`config.mk`:
```
export PLATFORM = sky130hd
export DESIGN_NAME = lzfd_front
export DESIGN_NICKNAME = d
export VERILOG_FILES = /design/src/rtl/lzfd_pkg.sv /design/src/rtl/lzfd_front.sv
export SDC_FILE = /design/constraint.sdc
export NUM_CORES = 1
export LEC_CHECK = 0
export ABC_AREA = 0
export BUFFER_PORTS_ARGS = -buffer_cell sky130_fd_sc_hd__buf_2
export CAP_MARGIN = 25
export CELL_PAD_IN_SITES_DETAIL_PLACEMENT = 1
export CELL_PAD_IN_SITES_GLOBAL_PLACEMENT = 2
export CORE_UTILIZATION = 35
export DETAILED_ROUTE_END_ITERATION = 6
export GPL_ROUTABILITY_DRIVEN = 0
export GPL_TIMING_DRIVEN = 0
export PLACE_DENSITY = 0.83
export SLEW_MARGIN = 20
export SYNTH_ARGS = -nofsm -noshare
export SYNTH_HDL_FRONTEND = slang
export SYNTH_SLANG_ARGS = --single-unit
```
`constraint.sdc`:
```
create_clock -name clock -period 4 [get_ports clock]
set_input_delay 0.2 -clock clock [delete_from_list [all_inputs] [get_ports clock]]
set_output_delay 0.2 -clock clock [all_outputs]
set_load 0.01 [all_outputs]
```
`src/rtl/lzfd_pkg.sv`:
```
`timescale 1ns / 1ps
`default_nettype none

package lzfd_pkg;

   // result codes carried on the result tuser
   typedef enum logic [2:0] {
      ST_NONE   = 3'd0,
      ST_BYTE   = 3'd1,
      ST_BUSY   = 3'd2,
      ST_BADALG = 3'd3,
      ST_BADOFS = 3'd4,
      ST_EMPTY  = 3'd5
   } status_type;

   // request kind carried on the request tuser
   typedef enum logic {
      KIND_FEED = 1'b0,
      KIND_PULL = 1'b1
   } kind_type;

   // parser phase
   typedef enum logic [3:0] {
      PH_HDR0      = 4'd0,
      PH_HDR1      = 4'd1,
      PH_HDR2      = 4'd2,
      PH_HDR3      = 4'd3,
      PH_SIZE0     = 4'd4,
      PH_SIZE1     = 4'd5,
      PH_SIZE2     = 4'd6,
      PH_SIZE3     = 4'd7,
      PH_FLAGS     = 4'd8,
      PH_TOKEN     = 4'd9,
      PH_OFS2      = 4'd10,
      PH_EXT3_B1   = 4'd11,
      PH_EXT3_OFS  = 4'd12,
      PH_EXT4_B1   = 4'd13,
      PH_EXT4_B2   = 4'd14,
      PH_EXT4_OFS  = 4'd15
   } phase_type;

   // one classified request waiting in the queue
   typedef struct packed {
      kind_type   kind;
      logic [7:0] data;
   } item_type;

   localparam int DIST_W = 13;
   localparam int RUN_W  = 17;

   // run length biases of the token forms
   localparam logic [RUN_W-1:0] LEN_BIAS_NORMAL = 17'd3;
   localparam logic [RUN_W-1:0] LEN_BIAS_EXT2   = 17'd1;
   localparam logic [RUN_W-1:0] LEN_BIAS_EXT3   = 17'd17;
   localparam logic [RUN_W-1:0] LEN_BIAS_EXT4   = 17'd273;

   // register map
   localparam logic [1:0] CSR_ALG_ADDR  = 2'd0;
   localparam logic [3:0] ALG_RESET     = 4'd1;

endpackage

`default_nettype wire

```
`src/rtl/lzfd_front.sv`:
```
`timescale 1ns / 1ps
`default_nettype none

module lzfd_front (
   input  wire                  clock,
   input  wire                  reset,
   input  wire                  req_tvalid,
   output logic                 req_tready,
   input  wire  [7:0]           req_tdata,
   input  wire  [0:0]           req_tuser,
   output logic                 q_valid,
   input  wire                  q_ready,
   output lzfd_pkg::item_type   q_item
);
   import lzfd_pkg::*;

   item_type   slot_ff [2];
   logic       wptr_ff, wptr_in;
   logic       rptr_ff, rptr_in;
   logic [1:0] count_ff, count_in;
   logic       push, pop;
   item_type   new_item;

   // classify the incoming beat
   always_comb begin
      new_item.kind = req_tuser[0] ? KIND_PULL : KIND_FEED;
      new_item.data = req_tdata;
   end

   assign req_tready = (count_ff != 2'd2);
   assign push       = req_tvalid && req_tready;
   assign q_valid    = (count_ff != 2'd0);
   assign pop        = q_valid && q_ready;
   assign q_item     = slot_ff[rptr_ff];

   // queue pointers
   always_comb begin
      wptr_in  = push ? ~wptr_ff : wptr_ff;
      rptr_in  = pop ? ~rptr_ff : rptr_ff;
      count_in = count_ff + {1'b0, push} - {1'b0, pop};
   end

   always_ff @(posedge clock) begin
      if (reset) begin
         wptr_ff  <= 1'b0;
         rptr_ff  <= 1'b0;
         count_ff <= 2'd0;
      end else begin
         wptr_ff  <= wptr_in;
         rptr_ff  <= rptr_in;
         count_ff <= count_in;
      end
   end

   // queue storage
   always_ff @(posedge clock) begin
      if (push) begin
         slot_ff[wptr_ff] <= new_item;
      end
   end

endmodule

`default_nettype wire

```
* Yosys cells after proc, flatten, opt, wreduce, memory -nomap -nowiden *
Memories as Yosys holds them, arrays and structs flattened. A register that Yosys moved wholly into a read port is not among the register bits.
Cells that the tools add are included.

storage, ports and cells
  bits in registers = 4
  memory bits (writable) = 18
  bits of input ports = 13
  output and inout bits = 11
  memories kept = 1

memory list
  name     words  width  read ports  clocked after Yosys merged registers in  write ports  RTL line          RTL
  slot_ff  2      9      1           1                                        1            lzfd_front.sv:17  item_type slot_ff [2];

operators by class
  $add $sub $neg = 2
  equality and inequality tests = 1
  multiplexer cells = 5
  bitwise operators = 2
  reduce and logical (&&, ||, !) cells = 3

operators with widths
  kind                number
  $mux 1              5
  $add 2x1->2         1
  $logic_and 1x1->1   2
  $ne 2x2->1 const B  1
  $not 1->1           2
  $reduce_bool 2->1   1
  $sub 2x1->2         1

* Depth between registers and ports, before layout *
Gate-level depths: netlist of run 1.

  word-level depth = 4
  gate-level depth with buffers = 8
  mapped depth without buffers = 8

* Worst setup path before layout of run 1 *
OpenSTA, ideal clock, no wires.

  kind = register -> register
  start point = register count_ff[0]
  end point = register count_ff[1]
  library setup time = 115 ps
  arrival time = 1366 ps
  data required time = 3885 ps
  setup slack = 2519 ps
  cell stages (with the launch flop) = 9
  path buffers = 0
  clock period less this slack = 1481 ps
  cell sequence = dfxtp_1 > nand2b_2 > nand2_2 > ha_1 > inv_1 > ha_1 > xor2_1 > xnor2_1 > nor2_1

on the way
  cells in the longest elaborated chain, start to end = 4
  elaborated cells between the ends (all ways) = 6
  classes of those cells = add/sub (2); eq/ne (1); reduce/logical (3)

RTL lines
  item                      RTL line          RTL
  start: declaration        lzfd_front.sv:20  logic [1:0] count_ff, count_in;
  start signal: assignment  lzfd_front.sv:51  count_ff <= count_in;
  $ne 2x2->1                lzfd_front.sv:30  assign req_tready = (count_ff != 2'd2);
  named net req_tready      lzfd_front.sv:8   output logic req_tready,
  $logic_and 1x1->1         lzfd_front.sv:31  assign push = req_tvalid && req_tready;
  $add 2x1->2               lzfd_front.sv:40  count_in = count_ff + {1'b0, push} - {1'b0, pop};
  $sub 2x1->2               lzfd_front.sv:40

The timed path passes the listed nets, and every way through them passes these cells.
A chain may end at the register's enable or synchronous reset.

* Worst setup path after layout of run 1 *
  start point = register count_ff[0]
  end point = memory slot_ff[0][5] (netlist name) (enable)

on the way
  cells in the longest elaborated chain, start to end = 4

RTL lines
  item                          RTL line          RTL
  $ne 2x2->1                    lzfd_front.sv:30
  $logic_and 1x1->1             lzfd_front.sv:31
  $mux 1                        lzfd_front.sv:57  if (push) begin
  $mux 1 (implied by the code)  lzfd_front.sv:58  slot_ff[wptr_ff] <= new_item;
  end: declaration              lzfd_front.sv:17

No other way between the ends.

==> reports/results.tsv, run 1 <==
stage	metric	value	unit
timing	period_minus_slack	1590	ps
route	detail_route.wl_per_cell	12.7	um
global_routing	gr-total-overflow	0	
route	top_layer	met4	
floorplan	ios	24	
timing	finalSetupViolCount	0	
global_routing	grt_pass1_vias	484	
min_path	min_delay_worst_endpoint	slot_ff[0][6]$_DFFE_PP_	
cells_and_area	regArea	641	um2
global_routing	grt_max_degree	13	
pwr	p_leak	0.429	nW
setup_path	rrSetupSlack	2410	ps
logic_synthesis	netlist_area	885	um2
cells_and_area	stdcell_count	107	
timing	period_share	39.8	%
setup_path	reg2reg_to	slot_ff[0][5]$_DFFE_PP_	
logic_synthesis	ys_warn_count	0	
setup_path	arrival	1520	ps
placed_design	place_inst	103	
logic_synthesis	synth.net_count	67	
clock_tree	ctsResizeCount	0	
timing	slew_headroom	46.6	%
pwr	power_per_cell_area	570	nW/um2
setup_path	cp_data_required_time	3930	ps
logic_synthesis	synth-seq-cells	23	
timing	drv_slew	0	
floorplan	start_util	38.5	%
setup_path	critPathKind	flop to flop	
placed_design	dpl_cell_area	1030	um2
clock_tree	clock_sinks	23	
timing	skew	1.91	ps
route	wl_met3	126	um
setup_path	r2r_cells	3	
clock_tree	clk_pin_slew	110	ps
route	vias	489	
logic_synthesis	synthCells	52	
cells_and_area	fill_cells	253	
clock_tree	cts_buffers	3	
timing	tns	0	ps
cells_and_area	antennaDiodeCount	0	
min_path	min_from	req_tdata[6]	
logic_synthesis	ys_seq_area_share	72.4	%
clock_tree	cts_root_buffer	clkbuf_4	
floorplan	coreArea	2300	um2
floorplan	fp-row-count	17	
min_path	min_path_type	primary input to flop	
cells_and_area	stdcell_area	1060	um2
route	routed_wl	1360	um
clock_tree	cts_buffer_depth	2	
outcome	status	finished, final reports clean	
cells_and_area	multiInputGateArea	235	um2
clock_tree	clk_latency	290	ps
cells_and_area	layout-area-overhead-vs-synth	19.9	%
route	ant_nets	0	
floorplan	die_area	2730	um2
floorplan	die_x	52.3	um
floorplan	dieHeight	52.3	um
timing	final_hold_viol_count	0	
logic_synthesis	yosysUniqueCellTypes	16	
route	firstDrtPassIters	1	
logic_synthesis	syn_area_per_cell	17.0	um2
pwr	peakVddDrop	0.320	mV
clock_tree	cts_hold_buf	0	
placed_design	io_buffers	23	
clock_tree	cts_setup_buffers	0	
route	wl_met1	561	um
global_routing	track_usage	11.2	%
min_path	hold_depth	1	
global_routing	grt_pass1_wl	2100	um
setup_path	end_kind	flop	
global_routing	antenna_found_initial	0	
cells_and_area	drive_gt1_share	39.2	%
setup_path	cp_max_fo	9	
setup_path	startpoint	count_ff[0]$_SDFF_PP0_	
cells_and_area	num-nets-final	95	
clock_tree	cts_tree	yes	
timing	rsz0062_at_grt	false	
cells_and_area	layout_commonest_cell	buf_2	
setup_path	startpoint_type	flop	
route	drt_iter0_drc	0	
route	drc_errors	0	
route	viasPerCell	4.57	
cells_and_area	layout_common_cells	buf_2, edfxtp_1, mux2_1	
timing	fmaxAchievable	0.628	GHz
placed_design	hpwlAfterDp	1070	um
timing	tightest_slew	798	ps
flow_run	maxCapViolCount	0	
setup_path	reg2reg_from	count_ff[0]$_SDFF_PP0_	
clock_tree	cts_htree_levels	1	
route	met2_length	659	um
registers in the layout, indices dropped and copies added (netlist names), named ones only:
| signal | flops |
|---|---|
| rptr_ff | 1 |
| count_ff | 2 |
| slot_ff | 18 |
| wptr_ff | 1 |
Yosys cell counts:
library cell  number  area, um2
edfxtp_1          18        541
mux2_1             9        101
dfxtp_1            5        100
nor2_1             5       18.8
ha_1               2       25.0
nor2b_1            2       12.5
xnor2_1            2       17.5
and3_1             1       6.26
buf_2              1       5.00
inv_1              1       3.75
mux2_4             1       15.0
nand2_2            1       6.26
nand2b_2           1       8.76
o21a_2             1       8.76
or2_1              1       6.26
xor2_1             1       8.76
through the flow:
stage	hold slack [ps]	power [W]	util, %	setup WS [ps]
after global placement	388	0.000508	45.0	2430
after CTS	85.5	0.000614	46.2	2370
after detailed placement	392	0.000517	45.0	2380
after global routing	67.6	0.000645	46.2	2270
final	93.2	0.000604	46.2	2410
after floorplan	272	0.000452	-	2520
cell families (layout without fill, tap and decap cells):
family                   after synthesis  in the layout  share of synthesized area [%]
flip-flops                            23             23                           72.4
AND/OR/NAND/NOR                       11             11                           6.65
multiplexers                          10             10                           13.2
XOR/XNOR                               3              3                           2.97
adder cells (fa/ha/maj)                2              2                           2.83
buffers and inverters                  2             29                          0.989
AO/OA/AOI/OAI                          1              1                          0.990
critical path, stage by stage (launching register included):
cell      delay [ps]
dfxtp_1          380
nand2b_2         150
nand2_2           80
nor2_1           620
routing by layer:
metal  up-vias  GRT usage (%)
met4         0           5.26
met2        17           18.6
met3         2           4.35
met1       230           12.5
li1        240              -
met5         -              0
how the worst max path moves through the flow:
| stage | to | slack [ps] | cells after the start |
|---|---|---|---|
| 6_report | slot_ff[0][5]$_DFFE_PP_ | 2410 | 3 |
| 5_1_grt | slot_ff[0][5]$_DFFE_PP_ | 2270 | 3 |
| 4_1_cts | slot_ff[0][7]$_DFFE_PP_ | 2370 | 3 |
| 3_5_place_dp | slot_ff[0][8]$_DFFE_PP_ | 2380 | 3 |
| 3_3_place_gp | slot_ff[0][8]$_DFFE_PP_ | 2430 | 3 |
| 2_1_floorplan | count_ff[1]$_SDFF_PP0_ | 2520 | 8 |
report_power, final:
part            total, W  internal [W]  switching (W)
Combinational   0.000186     0.0000904      0.0000960
Sequential      0.000321      0.000304      0.0000172
Clock          0.0000968     0.0000387      0.0000581
Total           0.000604      0.000433       0.000171
cell type report:
type | instances | share of cell area (%)
flip-flops and latches | 23 | 60.4
clock buffers | 4 | 2.48
plain buffers | 1 | 0.472
well taps | 28 | 3.30
inverters | 1 | 0.354
repair buffers | 23 | 10.8
multi-input cells | 27 | 22.2
Note: power is estimated with default switching activity, not from simulation.
==> inputs of run 2 (changes only) <==
--- a/config.mk
+++ b/config.mk
@@ -10,11 +10,11 @@
 export CAP_MARGIN = 25
 export CELL_PAD_IN_SITES_DETAIL_PLACEMENT = 1
 export CELL_PAD_IN_SITES_GLOBAL_PLACEMENT = 2
-export CORE_UTILIZATION = 35
+export CORE_UTILIZATION = 31
 export DETAILED_ROUTE_END_ITERATION = 6
 export GPL_ROUTABILITY_DRIVEN = 0
 export GPL_TIMING_DRIVEN = 0
-export PLACE_DENSITY = 0.83
+export PLACE_DENSITY = 0.78
 export SLEW_MARGIN = 20
 export SYNTH_ARGS = -nofsm -noshare
 export SYNTH_HDL_FRONTEND = slang
==> constraint.sdc (replaced) <==
create_clock -name clock -period 1.4 [get_ports clock]
set_input_delay 0.07 -clock clock [delete_from_list [all_inputs] [get_ports clock]]
set_output_delay 0.07 -clock clock [all_outputs]
set_load 0.01 [all_outputs]
==> run 2 against run 1 <==
  * The flow now finishes with violations (negative setup slack)
  * Power grew to 3.3 times the previous value
  * Fmax rose by 8.4%
  * Die area up 12%
  * Via count grew 15%
  * Routed wire length grew 23%
  * Final cell count grew 18%
  * Sequential cell count is the same
  * Clock power increased to 3.1 times the previous value
  * Critical endpoint is now count_ff[1]$_SDFF_PP0_
==> reports/results.tsv, run 2 (synthesized netlist as in run 1, its figures left out) <==
stage	metric	value	unit
clock_tree	clock_sinks	23	
setup_path	end_kind	flop	
global_routing	gr-total-overflow	0	
placed_design	io_buffers	23	
timing	period_share	105	%
route	drc_errors	0	
floorplan	fp-row-count	19	
floorplan	coreArea	2730	um2
timing	worst_slack	-68.9	ps
route	routed_wl	1680	um
clock_tree	cts_buffer_depth	2	
pwr	power_per_cell_area	1560	nW/um2
route	detail_route.wl_per_cell	13.3	um
pwr	switching_share	29.7	%
pwr	internal_power	0.00140	W
timing	fmaxAchievable	0.681	GHz
timing	skew	5.77	ps
pwr	p_leak	0.507	nW
setup_path	critPathKind	flop to flop	
pwr	peakVddDrop	0.979	mV
pwr	switchingPower	0.000592	W
route	firstDrtPassIters	3	
cells_and_area	drive_gt1_share	46.3	%
global_routing	grt_pass1_wl	2900	um
floorplan	start_util	32.4	%
cells_and_area	stdcell_area	1280	um2
setup_path	startpoint_type	flop	
clock_tree	cts_root_buffer	clkbuf_4	
placed_design	hpwlAfterDp	1160	um
global_routing	antenna_found_initial	0	
timing	holdWs	231	ps
cells_and_area	final_util	46.7	%
global_routing	grt_pass1_vias	617	
pwr	seq_power_share	47.1	%
clock_tree	cts_buffers	3	
cells_and_area	largest_reg_flops	18	
cells_and_area	antennaDiodeCount	0	
route	vias	561	
timing	final_hold_viol_count	0	
clock_tree	clk_latency	300	ps
global_routing	track_usage	12.6	%
floorplan	dieHeight	55.4	um
cells_and_area	layout-area-overhead-vs-synth	44.4	%
pwr	comb_power_share	38.0	%
timing	finalSetupViolCount	1	
floorplan	die_x	55.4	um
cells_and_area	top_regs	slot_ff x18, count_ff x2	
clock_tree	cts_htree_levels	1	
floorplan	ios	24	
pwr	clkPwrFrac	14.8	%
cells_and_area	num-nets-final	111	
timing	drv_slew	0	
cells_and_area	layout_commonest_cell	buf_2	
cells_and_area	layout_common_cells	buf_2, edfxtp_1, dlygate4sd3_1	
floorplan	die_area	3070	um2
clock_tree	clk_pin_slew	120	ps
outcome	status	finished, violations left	
route	drt_iter0_drc	4	
cells_and_area	fill_cells	280	
min_path	min_path_type	primary input to flop	
timing	rsz0062_at_grt	true	
cells_and_area	top_register	slot_ff	
timing	period_minus_slack	1470	ps
setup_path	cp_max_fo	4	
route	ant_nets	0	
clock_tree	cts_tree	yes	
global_routing	grt_max_degree	13	
setup_path	cp_data_required_time	1610	ps
setup_path	arrival	1680	ps
flow_run	maxCapViolCount	0	
outcome	violations	negative setup slack	
timing	tightest_slew	446	ps
route	viasPerCell	4.45	
placed_design	dpl_cell_area	1070	um2
timing	slew_headroom	70.3	%
-- run 2: cell types whose count changed in the layout (fill, tap and decap cells not counted), sizes merged --
cell         before  now
buf              24   30
dlygate4sd3       0   10
-- run 2: worst paths after layout --
check / from / end / slack, ps / cells after the start
setup reg to reg: count_ff[1]$_SDFF_PP0_ / count_ff[1]$_SDFF_PP0_ / -70 / 7
hold reg to reg: rptr_ff$_SDFFE_PP0P_ / rptr_ff$_SDFFE_PP0P_ / 530 / 2
hold / removal: req_tvalid / count_ff[1]$_SDFF_PP0_ / 230 / 5
setup / recovery: count_ff[1]$_SDFF_PP0_ / count_ff[1]$_SDFF_PP0_ / -70 / 7
-- run 2: stage by stage --
stage,worst slack (ps),power [W],TNS [ps],std cells
2_1_floorplan,-27.2,0.00134,-27.2,52
3_3_place_gp,-145,0.00151,-1350,106
4_1_cts,-95.3,0.00196,-95.3,122
3_5_place_dp,-215,0.00154,-2020,106
6_report,-68.9,0.00200,-68.9,126
5_1_grt,-152,0.00214,-152,126
-- run 2: layout make-up --
type | instances | area (um2) | area share, %
Tap cell | 31 | 38.8 | 3.04
Multi-Input combinational cell | 27 | 292 | 22.8
Sequential cell | 23 | 646 | 50.5
Buffer | 1 | 11.3 | 0.881
Clock buffer | 4 | 26.3 | 2.06
Timing Repair Buffer | 39 | 260 | 20.4
Inverter | 1 | 3.75 | 0.294
-- run 2: power by group through the flow --
stage | combinational, W | sequential [W] | clock, W
floorplan | 0.000409 | 0.000934 | 0
global placement | 0.000570 | 0.000944 | 0
detailed placement | 0.000588 | 0.000955 | 0
CTS | 0.000702 | 0.000946 | 0.000308
global route | 0.000842 | 0.000956 | 0.000338
finish | 0.000759 | 0.000940 | 0.000296
-- run 2: what timing repair did --
action | in CTS | in global routing
setup endpoints to repair | 19 | 19
gates resized for setup | 6 | 2
pin swaps | 4 | 4
hold buffers | 10 | 0
endpoints found under the hold margin | 20 | 0
buffers inserted | 2 | 4
-- run 2: worst max-delay path, stage by stage (launching register included) --
cell	delay [ps]
dfxtp_4	390
o21a_4	210
ha_4	250
inv_2	40
ha_4	150
xor2_2	140
xnor2_1	140
nor2_1	50
-- run 2: layer usage --
layer / wire [um] / part of all wire (%) / track usage, %
met1: 724 / 43 / 15.1
met2: 868 / 52 / 21.5
met5: 0 / 0 / 0
met4: 13 / 0.78 / 5.36
met3: 70 / 4.2 / 2.81
==> inputs of run 3 (changes only) <==
--- a/config.mk
+++ b/config.mk
@@ -10,12 +10,11 @@
 export CAP_MARGIN = 25
 export CELL_PAD_IN_SITES_DETAIL_PLACEMENT = 1
 export CELL_PAD_IN_SITES_GLOBAL_PLACEMENT = 2
-export CORE_UTILIZATION = 31
+export CORE_UTILIZATION = 35
 export DETAILED_ROUTE_END_ITERATION = 6
 export GPL_ROUTABILITY_DRIVEN = 0
 export GPL_TIMING_DRIVEN = 0
-export PLACE_DENSITY = 0.78
-export SLEW_MARGIN = 20
+export PLACE_DENSITY = 0.83
 export SYNTH_ARGS = -nofsm -noshare
 export SYNTH_HDL_FRONTEND = slang
 export SYNTH_SLANG_ARGS = --single-unit
==> constraint.sdc (replaced) <==
create_clock -name clock -period 1.7 [get_ports clock]
set_input_delay 0.085 -clock clock [delete_from_list [all_inputs] [get_ports clock]]
set_output_delay 0.085 -clock clock [all_outputs]
set_load 0.01 [all_outputs]
==> run 3 against run 2 <==
  * The run now ends clean
  * Core utilization grew 3.5 points
  * Critical path type unchanged
  * Register-to-register slack better by 220 ps
  * Final cell count down 7.9%
  * Critical path depth up 1
  * Clock power down 23%
  * Hold slack worse by 190 ps
  * Die area decreased by 11%
  * Count of clock-buffer cells in the layout is the same
  * Largest cell class unchanged
  * Routed wire length down 15%
  * Sequential power decreased by 19%
==> reports/results.tsv, run 3 (synthesized netlist as in run 1, its figures left out) <==
stage	metric	value	unit
global_routing	gr-total-overflow	0	
clock_tree	clock_sinks	23	
global_routing	track_usage	11.6	%
timing	period_minus_slack	1550	ps
setup_path	reg2reg_to	count_ff[1]$_SDFF_PP0_	
route	ant_nets	0	
setup_path	slowest_stage	dfxtp_1	
timing	slew_headroom	68.7	%
timing	period_share	91.4	%
setup_path	startpoint	count_ff[0]$_SDFF_PP0_	
cells_and_area	final_util	50.2	%
route	drt_iter0_drc	0	
cells_and_area	num-nets-final	104	
clock_tree	cts_root_buffer	clkbuf_4	
global_routing	antenna_found_initial	0	
timing	rsz0062_at_grt	false	
setup_path	cp_data_required_time	1890	ps
cells_and_area	layout-area-overhead-vs-synth	30.4	%
min_path	min_delay_worst_endpoint	count_ff[1]$_SDFF_PP0_	
floorplan	ios	24	
timing	drv_slew	0	
setup_path	arrival	1750	ps
min_path	hold_depth	2	
setup_path	cp_cell_sequence	nand2b_2 -> nand2_2 -> ha_1 -> inv_1 -> ha_1 -> xor2_1 -> xnor2_1 -> nor2_1	
route	drc_errors	0	
setup_path	max_stage_delay	380	ps
clock_tree	cts_htree_levels	1	
route	routed_wl	1420	um
setup_path	critPathKind	flop to flop	
setup_path	end_kind	flop	
cells_and_area	drive_gt1_share	36.4	%
setup_path	cp_max_fo	4	
cells_and_area	antennaDiodeCount	0	
pwr	peakVddDrop	0.754	mV
timing	holdWs	40.0	ps
outcome	status	finished, final reports clean	
placed_design	io_buffers	23	
global_routing	grt_pass1_wl	2190	um
setup_path	reg2reg_from	count_ff[0]$_SDFF_PP0_	
timing	fmaxAchievable	0.644	GHz
route	detail_route.wl_per_cell	12.3	um
setup_path	path_buf_inv	1	
floorplan	fp-row-count	17	
pwr	p_leak	0.467	nW
cells_and_area	fill_cells	245	
min_path	min_from	reset	
cells_and_area	top_regs	slot_ff x18, count_ff x2	
min_path	min_path_type	primary input to flop	
clock_tree	cts_tree	yes	
flow_run	maxCapViolCount	0	
floorplan	dieHeight	52.3	um
setup_path	r2r_cells	8	
setup_path	rrSetupSlack	150	ps
placed_design	hpwlAfterDp	1070	um
cells_and_area	layout_common_cells	buf_2, edfxtp_1, mux2_1, dlygate4sd3_1, dfxtp_1	
timing	final_hold_viol_count	0	
cells_and_area	largest_reg_flops	18	
cells_and_area	top_register	slot_ff	
floorplan	die_area	2730	um2
cells_and_area	stdcell_area	1150	um2
floorplan	die_x	52.3	um
cells_and_area	layout_commonest_cell	buf_2	
setup_path	critPathMostFrequentCell	ha_1	
clock_tree	cts_buffers	3	
setup_path	cp_top_family	adder cells	
floorplan	start_util	38.5	%
timing	tightest_slew	469	ps
pwr	power_per_cell_area	1250	nW/um2
clock_tree	clk_pin_slew	110	ps
clock_tree	cts_buffer_depth	2	
timing	finalSetupViolCount	0	
clock_tree	clk_latency	290	ps
setup_path	startpoint_type	flop	
placed_design	dpl_cell_area	1030	um2
floorplan	coreArea	2300	um2
timing	skew	2.70	ps
route	vias	516	
route	viasPerCell	4.45	
timing	tns	0	ps
global_routing	grt_pass1_vias	518	
clock_tree	cts_setup_buffers	0	
route	firstDrtPassIters	1	
global_routing	grt_max_degree	13	
==> run 3: changes by cell type in the layout (fill, tap and decap cells not counted), moves of 2 or more <==
| cell | previous run | this run |
|---|---|---|
| dfxtp_1 | 3 | 5 |
| ha_1 | 0 | 2 |
| buf_4 | 6 | 0 |
| ha_4 | 2 | 0 |
==> run 3: layout make-up <==
type                    count  area, um2  share of cell area (%)
flip-flops and latches     23        641                    55.5
multi-input cells          27        238                    20.6
repair buffers             32        205                    17.8
well taps                  28       35.0                    3.04
clock buffers               4       26.3                    2.28
plain buffers               1       5.00                   0.434
inverters                   1       3.75                   0.325
==> run 3: how the worst max path moves through the flow <==
stage / end / slack [ps] / cells past startpoint
6_report: count_ff[1]$_SDFF_PP0_ / 150 / 8
5_1_grt: count_ff[1]$_SDFF_PP0_ / 30 / 8
4_1_cts: slot_ff[0][7]$_DFFE_PP_ / 70 / 3
3_5_place_dp: slot_ff[0][8]$_DFFE_PP_ / 80 / 3
3_3_place_gp: slot_ff[0][8]$_DFFE_PP_ / 130 / 3
2_1_floorplan: count_ff[1]$_SDFF_PP0_ / 220 / 8
==> run 3: where the power goes <==
part | total, W | internal [W] | switching, W
logic | 0.000457 | 0.000228 | 0.000229
clock network | 0.000229 | 0.0000910 | 0.000138
registers | 0.000757 | 0.000715 | 0.0000424
total | 0.00144 | 0.00103 | 0.000409
==> run 3: metal layers <==
metal / global-route usage (%) / vias up / part of all wire (%)
met3: 2.61 / 2 / 5.3
met1: 13.2 / 239 / 45
met2: 20.5 / 17 / 49
met4: 5.26 / 0 / 0.70
met5: 0 / - / 0
li1: - / 258 / -
==> run 3: worst reg2reg max path: stages, from the launching register on <==
cell and delay [ps]:
dfxtp_1 380, nand2b_2 160, nand2_2 90, ha_1 280, inv_1 40, ha_1 170, xor2_1 150, xnor2_1 150
nor2_1 50
==> run 3: timing repair <==
action                                  in CTS  in global routing
gates resized for setup                      0                  1
hold buffers                                 9                  0
hold endpoints to repair                    18                  0
endpoints found under the setup margin       0                  9
==> run 3: per-stage QoR <==
step	total power (W)	setup WS, ps	instances
2_1_floorplan	0.00106	219	52
3_5_place_dp	0.00122	83.2	103
6_report	0.00144	147	116
5_1_grt	0.00154	31.4	116
3_3_place_gp	0.00119	127	103
4_1_cts	0.00146	68.6	116
